**src/rtl/core/tpc_pkg.sv**
```systemverilog
// Shared types, constants and field layout of the touch press classifier.
package tpc_pkg;

    // Field widths.
    localparam int PAD_BITS = 13;
    localparam int TIME_W   = 32;
    localparam int THR_W    = 16;
    localparam int PADC_W   = 4;
    localparam int KIND_W   = 3;
    localparam int REG_IDX_W = 2;

    // Configuration reset values.
    localparam logic [THR_W-1:0]  LONG_RESET  = THR_W'(3100);
    localparam logic [THR_W-1:0]  SHORT_RESET = THR_W'(500);
    localparam logic [THR_W-1:0]  MIN_RESET   = THR_W'(90);
    localparam logic [PADC_W-1:0] PADC_RESET  = PADC_W'(13);

    // Configuration register indexes.
    typedef enum logic [REG_IDX_W-1:0] {
        REG_LONG_THRESHOLD  = 2'd0,
        REG_SHORT_THRESHOLD = 2'd1,
        REG_MIN_THRESHOLD   = 2'd2,
        REG_PAD_COUNT       = 2'd3
    } reg_idx_t;

    // Kind of touch end reported with each word.
    typedef enum logic [KIND_W-1:0] {
        KIND_NONE    = 3'd0,
        KIND_IGNORED = 3'd1,
        KIND_SHORT   = 3'd2,
        KIND_LONG    = 3'd3,
        KIND_INVALID = 3'd4
    } end_kind_t;

    // Configuration register set.
    typedef struct packed {
        logic [THR_W-1:0]  long_threshold_ms;
        logic [THR_W-1:0]  short_threshold_ms;
        logic [THR_W-1:0]  min_threshold_ms;
        logic [PADC_W-1:0] pad_count;
    } cfg_t;

    // One result word; the last member sits in the lowest bits.
    typedef struct packed {
        logic [PAD_BITS-1:0] pads_released;
        logic [PAD_BITS-1:0] pads_pressed;
        logic [PAD_BITS-1:0] pads_in_touch;
        logic [TIME_W-1:0]   duration_ms;
        end_kind_t           end_kind;
        logic                touch_started;
    } result_t;

    localparam int RESULT_W    = $bits(result_t);
    localparam int IN_FIELDS_W = PAD_BITS + TIME_W;
    localparam int IN_TDATA_W  = ((IN_FIELDS_W + 7) / 8) * 8;
    localparam int OUT_TDATA_W = ((RESULT_W + 7) / 8) * 8;

    // Bit positions of the result fields in the output tdata.
    localparam int OUT_KIND_LSB  = 1;
    localparam int OUT_DUR_LSB   = OUT_KIND_LSB + KIND_W;
    localparam int OUT_UNION_LSB = OUT_DUR_LSB + TIME_W;
    localparam int OUT_PRESS_LSB = OUT_UNION_LSB + PAD_BITS;
    localparam int OUT_REL_LSB   = OUT_PRESS_LSB + PAD_BITS;

endpackage

```
**src/rtl/core/tpc_cfg_regs.sv**
```systemverilog
// Configuration register file of the touch press classifier.
module tpc_cfg_regs (
    input  logic                           clk,
    input  logic                           rst_n,
    input  logic                           cfg_we,
    input  logic [tpc_pkg::REG_IDX_W-1:0]  cfg_index,
    input  logic [tpc_pkg::THR_W-1:0]      cfg_data,
    output tpc_pkg::cfg_t                  cfg
);

    tpc_pkg::cfg_t cfg_reg;
    tpc_pkg::cfg_t cfg_next;

    // Decode a write into the addressed register.
    always_comb
    begin
        cfg_next = cfg_reg;
        if (cfg_we)
        begin
            unique case (tpc_pkg::reg_idx_t'(cfg_index))
                tpc_pkg::REG_LONG_THRESHOLD:  cfg_next.long_threshold_ms  = cfg_data;
                tpc_pkg::REG_SHORT_THRESHOLD: cfg_next.short_threshold_ms = cfg_data;
                tpc_pkg::REG_MIN_THRESHOLD:   cfg_next.min_threshold_ms   = cfg_data;
                tpc_pkg::REG_PAD_COUNT:
                    cfg_next.pad_count = cfg_data[tpc_pkg::PADC_W-1:0];
                default: cfg_next = cfg_reg;
            endcase
        end
    end

    // Register storage with reset defaults.
    always_ff @(posedge clk or negedge rst_n)
    begin
        if (!rst_n)
        begin
            cfg_reg.long_threshold_ms  <= tpc_pkg::LONG_RESET;
            cfg_reg.short_threshold_ms <= tpc_pkg::SHORT_RESET;
            cfg_reg.min_threshold_ms   <= tpc_pkg::MIN_RESET;
            cfg_reg.pad_count          <= tpc_pkg::PADC_RESET;
        end
        else
        begin
            cfg_reg <= cfg_next;
        end
    end

    assign cfg = cfg_reg;

endmodule

```
**src/rtl/core/tpc_core.sv**
```systemverilog
// Touch tracking state, duration classification and per-pad edge detection.
module tpc_core (
    input  logic                         clk,
    input  logic                         rst_n,
    input  logic                         step,
    input  logic [tpc_pkg::PAD_BITS-1:0] mask,
    input  logic [tpc_pkg::TIME_W-1:0]   now,
    input  tpc_pkg::cfg_t                cfg,
    output tpc_pkg::result_t             result
);

    logic                         active_reg;
    logic                         active_next;
    logic [tpc_pkg::TIME_W-1:0]   start_reg;
    logic [tpc_pkg::TIME_W-1:0]   start_next;
    logic [tpc_pkg::PAD_BITS-1:0] seen_reg;
    logic [tpc_pkg::PAD_BITS-1:0] seen_next;
    logic [tpc_pkg::PAD_BITS-1:0] prev_reg;
    logic [tpc_pkg::PAD_BITS-1:0] seen_or;
    logic [tpc_pkg::PAD_BITS-1:0] limit;
    logic [tpc_pkg::TIME_W-1:0]   dur;

    assign seen_or = seen_reg | mask;
    assign dur     = now - start_reg;

    // Pads below the configured count take part in edge detection.
    always_comb
    begin
        for (int i = 0; i < tpc_pkg::PAD_BITS; i++)
        begin
            limit[i] = (32'(cfg.pad_count) > i);
        end
    end

    // Touch start and end, with classification of the ended touch.
    always_comb
    begin
        active_next          = active_reg;
        start_next           = start_reg;
        seen_next            = seen_or;
        result.touch_started = 1'b0;
        result.end_kind      = tpc_pkg::KIND_NONE;
        result.duration_ms   = '0;
        result.pads_in_touch = '0;
        if (!active_reg && (mask != '0))
        begin
            active_next          = 1'b1;
            start_next           = now;
            result.touch_started = 1'b1;
        end
        else if (active_reg && (mask == '0))
        begin
            result.duration_ms   = dur;
            result.pads_in_touch = seen_or;
            priority if (dur < 32'(cfg.min_threshold_ms))
                result.end_kind = tpc_pkg::KIND_IGNORED;
            else if (dur >= 32'(cfg.long_threshold_ms))
                result.end_kind = tpc_pkg::KIND_LONG;
            else if (dur <= 32'(cfg.short_threshold_ms))
                result.end_kind = tpc_pkg::KIND_SHORT;
            else
                result.end_kind = tpc_pkg::KIND_INVALID;
            active_next = 1'b0;
            start_next  = '0;
            seen_next   = '0;
        end
        result.pads_pressed  = mask & ~prev_reg & limit;
        result.pads_released = ~mask & prev_reg & limit;
    end

    // Tracking state advances once per processed word.
    always_ff @(posedge clk or negedge rst_n)
    begin
        if (!rst_n)
        begin
            active_reg <= 1'b0;
            start_reg  <= '0;
            seen_reg   <= '0;
            prev_reg   <= '0;
        end
        else if (step)
        begin
            active_reg <= active_next;
            start_reg  <= start_next;
            seen_reg   <= seen_next;
            prev_reg   <= mask;
        end
    end

endmodule

```
**src/rtl/core/touch_press_classifier.sv**
```systemverilog
// Each accepted input word is captured in the input register, and its result in the result register.
// Throughput: one word per cycle while the output is not stalled, through an input register and a result register.
// A stalled output holds its word while one more input word waits in the input register.
// Reset clears valid flags and touch state and loads the default thresholds.
// Configuration writes take effect on the next clock edge.
module touch_press_classifier (
    input  logic                              clk,
    input  logic                              rst_n,
    input  logic                              cfg_we,
    input  logic [tpc_pkg::REG_IDX_W-1:0]     cfg_index,
    input  logic [tpc_pkg::THR_W-1:0]         cfg_data,
    input  logic                              s_axis_tvalid,
    output logic                              s_axis_tready,
    // touched_mask [12:0], now_ms [44:13], zero fill above
    input  logic [tpc_pkg::IN_TDATA_W-1:0]    s_axis_tdata,
    output logic                              m_axis_tvalid,
    input  logic                              m_axis_tready,
    // touch_started [0], end_kind [3:1], duration_ms [35:4], pads_in_touch [48:36],
    // pads_pressed [61:49], pads_released [74:62], zero fill above
    output logic [tpc_pkg::OUT_TDATA_W-1:0]   m_axis_tdata
);

    tpc_pkg::cfg_t                cfg;
    tpc_pkg::result_t             result;
    tpc_pkg::result_t             out_reg;
    logic                         in_valid_reg;
    logic                         in_valid_next;
    logic [tpc_pkg::PAD_BITS-1:0] in_mask_reg;
    logic [tpc_pkg::TIME_W-1:0]   in_now_reg;
    logic                         out_valid_reg;
    logic                         out_valid_next;
    logic                         out_free;
    logic                         in_fire;
    logic                         step;

    tpc_cfg_regs u_cfg_regs (
        .clk       (clk),
        .rst_n     (rst_n),
        .cfg_we    (cfg_we),
        .cfg_index (cfg_index),
        .cfg_data  (cfg_data),
        .cfg       (cfg)
    );

    tpc_core u_core (
        .clk    (clk),
        .rst_n  (rst_n),
        .step   (step),
        .mask   (in_mask_reg),
        .now    (in_now_reg),
        .cfg    (cfg),
        .result (result)
    );

    // Handshake between the input register and the result register.
    always_comb
    begin
        out_free       = !out_valid_reg || m_axis_tready;
        step           = in_valid_reg && out_free;
        s_axis_tready  = !in_valid_reg || out_free;
        in_fire        = s_axis_tvalid && s_axis_tready;
        in_valid_next  = in_fire || (in_valid_reg && !out_free);
        out_valid_next = step || (out_valid_reg && !m_axis_tready);
    end

    // Valid flags.
    always_ff @(posedge clk or negedge rst_n)
    begin
        if (!rst_n)
        begin
            in_valid_reg  <= 1'b0;
            out_valid_reg <= 1'b0;
        end
        else
        begin
            in_valid_reg  <= in_valid_next;
            out_valid_reg <= out_valid_next;
        end
    end

    // Payload registers.
    always_ff @(posedge clk)
    begin
        if (in_fire)
        begin
            in_mask_reg <= s_axis_tdata[tpc_pkg::PAD_BITS-1:0];
            in_now_reg  <= s_axis_tdata[tpc_pkg::PAD_BITS +: tpc_pkg::TIME_W];
        end
        if (step)
        begin
            out_reg <= result;
        end
    end

    assign m_axis_tvalid = out_valid_reg;
    assign m_axis_tdata  = tpc_pkg::OUT_TDATA_W'(out_reg);

endmodule

```
**config.mk**
```make
export PLATFORM = sky130hd
export DESIGN_NAME = touch_press_classifier
export DESIGN_NICKNAME = d
export VERILOG_FILES = /design/src/rtl/core/tpc_pkg.sv /design/src/rtl/core/tpc_cfg_regs.sv /design/src/rtl/core/tpc_core.sv /design/src/rtl/core/touch_press_classifier.sv
export SDC_FILE = /design/constraint.sdc
export NUM_CORES = 1
export LEC_CHECK = 0
export BUFFER_PORTS_ARGS = -buffer_cell sky130_fd_sc_hd__buf_2
export CAP_MARGIN = 30
export CORE_UTILIZATION = 58
export CTS_BUF_LIST = sky130_fd_sc_hd__clkbuf_16
export CTS_CLUSTER_DIAMETER = 80
export DETAILED_ROUTE_END_ITERATION = 10
export GPL_TIMING_DRIVEN = 1
export PLACE_DENSITY_LB_ADDON = 0.08
export SYNTH_ARGS = -nofsm -noshare
export SYNTH_HDL_FRONTEND = slang
export SYNTH_SLANG_ARGS = --single-unit
```
**constraint.sdc**
```tcl
create_clock -name clk -period 4.67 [get_ports clk]
set_input_delay 0.934 -clock clk [delete_from_list [all_inputs] [get_ports clk]]
set_output_delay 0.934 -clock clk [all_outputs]
set_load 0.02 [all_outputs]
```
==> implementation parameters <==
Parameter                              Value

Worst setup path
  Peak per-stage delay on the critical path    390 ps
  Crit end category    register
  Depth of the most critical reg-to-reg path    15
  Worst path buffer plus inverter count    1
  Worst-path cell chain    inv_1, ha_1, fa_1, nand2b_1, a21oi_1, nor2_1, o21ai_0, xor2_1, ha_1, o2111ai_1, a31oi_1, a2111oi_0, a21oi_1, or2_2, o31a_1
  Critical path data arrival time    4560 ps
  R2R Setup Slk    370 ps
  Largest fanout of any net on the critical path    5
  Cell family with most CP delay    compound AO/OA/AOI/OAI gates
  Kind of start point of the critical path    register
  Crit path depth    15
  Crit Path Category    register to register
  CP max-delay cell    sky130_fd_sc_hd__fa_1
  Endpoint required time on the critical path    4930 ps

Synth
  Post-synthesis cell type with the largest combined area    sky130_fd_sc_hd__edfxtp_1
  Post-synthesis share of cell area spent on full adders, half adders and majority gates    0.0884
  Cells after synthesis    1071
  Proportion of synthesized chip area in sequential cells    0.552
  Post-synthesis simple-gate area fraction    0.149
  Post-Synthesis Mean Instance Area    10.9 um2
  Post-synth EDFFs    120
  Post-synth ARST share    0.485
  Syn. warnings    0
  Post-synthesis sequential element count    233
  Count of distinct cell types in the synthesized netlist    60
  Synth Cell Area    11700 um2
  Largest family of logic cells by synthesized area    simple AND/OR/NAND/NOR gates
  Complex-gate fraction of the synthesized area    0.111
  Biggest area contributors in the synthesized netlist    sky130_fd_sc_hd__edfxtp_1 31%, sky130_fd_sc_hd__dfrtp_1 20%, sky130_fd_sc_hd__ha_1 8.7%
  Prevailing post-synth register cell    sky130_fd_sc_hd__edfxtp_1
  Multiplexer share of the synthesized area    0.0356
  Top cell type's share of synthesized area    0.308
  Xor and xnor fraction of the mapped netlist area    0.0195

Floorplan
  Floorplan Core Area    19600 um2
  Effective utilization at floorplan    0.597
  Num rows    51
  Io pins    153
  Die X-Extent    144 um
  Y dimension of the die    144 um
  Die footprint    20700 um2

Clock tree
  TritonCTS clock tree    built
  Post_cts resized    0
  Max Buffers Root-to-Sink    3
  Clock transition at the registers of the reported paths    60 ps
  Post-CTS setup buffer count    0
  Clock Latency Late Sink    520 ps
  Post-CTS Hold Buffers    0
  Total clock sinks    233
  Clock Root Buffer    sky130_fd_sc_hd__clkbuf_16
  Number of H-tree branching levels    1
  Total clock buffers created by CTS    25

Power and ir drop
  Share of power burned in registers    0.319
  Clock network power share    0.248
  Switching part of the total power    0.380
  Worst vdd ir    0.000420 V
  Cell internal power dissipation    5.19 mW
  Power per standard cell area    617 nW/um2
  Psw    3.18 mW
  Logic gate share of total power    0.433
  Static Leakage    5.90 nW

STA
  Aggregate negative setup slack    0 ps
  Crit path setup slack, layout    371 ps
  Slew HR    0.355
  Clock skew after layout    12.7 ps
  RSZ-0062 raised after global routing    false
  FMAX    233 MHz
  Total setup violations reported at the end of the flow    0
  Worst-margin pin slew    965 ps
  Minimum period implied by the final worst setup slack    4300 ps
  Final Hold Vio Count    0
  Final Max Slew Viols    0
  Part of the cycle the worst path needs    0.921

Finish
  Commonest non-fill, non-tap cell in the layout    sky130_fd_sc_hd__buf_2
  Number of flip-flops in the largest register    75
  Final net count    1371
  Fraction of final layout cells sized beyond drive strength 1    0.219
  Area delta synth->final    15.9%
  Top library cells by usage in the layout, fill and taps aside    143 x sky130_fd_sc_hd__buf_2, 120 x sky130_fd_sc_hd__edfxtp_1, 98 x sky130_fd_sc_hd__nand2_1, 95 x sky130_fd_sc_hd__dfrtp_1, 86 x sky130_fd_sc_hd__inv_1
  Inserted Diodes    0

Placed design
  Number of buffer cells added on primary ports    144
  Estimated wirelength of the detail-placed design    18300 um
  RePlAce Congestion    0.884
  Placement-stage worst setup slack    411 ps

Drt
  Average wire length per cell after detail routing    17.2 um
  Number of search-and-repair iterations in the first detailed-routing pass    5
  Remaining design rule violation count    0
  Overall routed net length    25800 um
  Vias after detailed routing    8365
  Remaining antenna violation count    0
  Routed via count divided by cell count    5.57
  Violation count after the first detailed-routing iteration    405

Status
  Status    finished clean

Global routing
  Vias in the first global route    8228
  GRT Resource Usage Total    0.260
  Largest net degree at the start of global routing    84
  Wire length of the first global-routing pass    41800 um
  Total global routing overflow    0
  Antenna violations before repair    0

Min path
  Worst Hold Class    input port to async pin

Job
  Max Cap Viol    0
[logic make-up after synthesis]
| logic type | Yosys count |
|---|---|
| flip-flops | 233 |
| adder cells (fa/ha/maj) | 82 |
| other | 1 |
| AO/OA/AOI/OAI | 215 |
| XOR/XNOR | 26 |
| AND/OR/NAND/NOR | 350 |
| multiplexers | 37 |
| buffers and inverters | 127 |
[path summary, 6_finish.rpt]
kind                                          start                  end
worst max-delay path                  in_now_reg[0]      m_axis_tdata[1]
worst min-delay path                          rst_n    u_cfg_regs.cfg[6]
worst max register to register        in_now_reg[0]      m_axis_tdata[1]
worst min register to register  u_core.start_reg[0]  u_core.start_reg[0]
max in group asynchronous                     rst_n  u_core.prev_reg[12]
min in group clk                u_core.start_reg[0]  u_core.start_reg[0]
[power groups by stage]
stage	combinational (mW)	clock, mW	sequential, mW
3_5_place_dp	3.53	0	2.71
4_1_cts	3.59	2.11	2.67
6_report	3.63	2.07	2.67
5_1_grt	4.07	2.18	2.71
3_3_place_gp	3.48	0	2.69
2_1_floorplan	2.57	0	2.73
[worst register-to-register path, delay by kind of cell (launching register included)]
| family | cells | cell delay, ps |
|---|---|---|
| buffers and inverters | 1 | 50 |
| XOR/XNOR | 1 | 390 |
| AND/OR/NAND/NOR | 3 | 660 |
| adder cells (fa/ha/maj) | 3 | 920 |
| AO/OA/AOI/OAI | 7 | 1680 |
| flip-flops | 1 | 350 |
[stage by stage]
step                power [mW]  cells   util  instance area, um2  hold slack (ps)
global placement          6.17   1456  0.648               12700              455
finish                    8.36   1501  0.692               13600              480
global route              8.96   1501  0.692               13600              506
floorplan                 5.30   1075      -               11700              442
CTS                       8.37   1501  0.692               13600              488
detailed placement        6.24   1456  0.648               12700              473
[per-layer routing]
metal / part of all wire / global-route usage / vias up
li1: - / - / 4083
met1: 0.45 / 0.354 / 3971
met2: 0.47 / 0.427 / 271
met3: 0.057 / 0.0417 / 40
met4: 0.023 / 0.0823 / 0
met5: 0 / 0 / -
[cell type report]
| cell class | count | area, um2 |
|---|---|---|
| clock inverters | 20 | 236 |
| multi-input cells | 715 | 4750 |
| well taps | 265 | 332 |
| flip-flops and latches | 233 | 6450 |
| inverters | 86 | 324 |
| fillers | 1492 | 6040 |
| clock buffers | 25 | 626 |
| repair buffers | 157 | 833 |
[Yosys cell counts (10+ instances only)]
cell type,n
sky130_fd_sc_hd__mux2_2,37
sky130_fd_sc_hd__ha_1,81
sky130_fd_sc_hd__o21ai_0,79
sky130_fd_sc_hd__dfrtp_1,95
sky130_fd_sc_hd__nand4_1,20
sky130_fd_sc_hd__nand2_1,98
sky130_fd_sc_hd__edfxtp_1,120
sky130_fd_sc_hd__clkbuf_1,32
sky130_fd_sc_hd__and2_1,24
sky130_fd_sc_hd__o21a_1,15
sky130_fd_sc_hd__dfstp_2,18
sky130_fd_sc_hd__a21o_1,17
sky130_fd_sc_hd__nand2b_1,10
sky130_fd_sc_hd__xor2_1,14
sky130_fd_sc_hd__xnor2_1,12
sky130_fd_sc_hd__inv_1,84
sky130_fd_sc_hd__nor3_1,16
sky130_fd_sc_hd__nor3b_1,25
sky130_fd_sc_hd__a21oi_1,55
sky130_fd_sc_hd__nand3_1,40
sky130_fd_sc_hd__nor2_1,83
(Power assumes the default switching activity.)
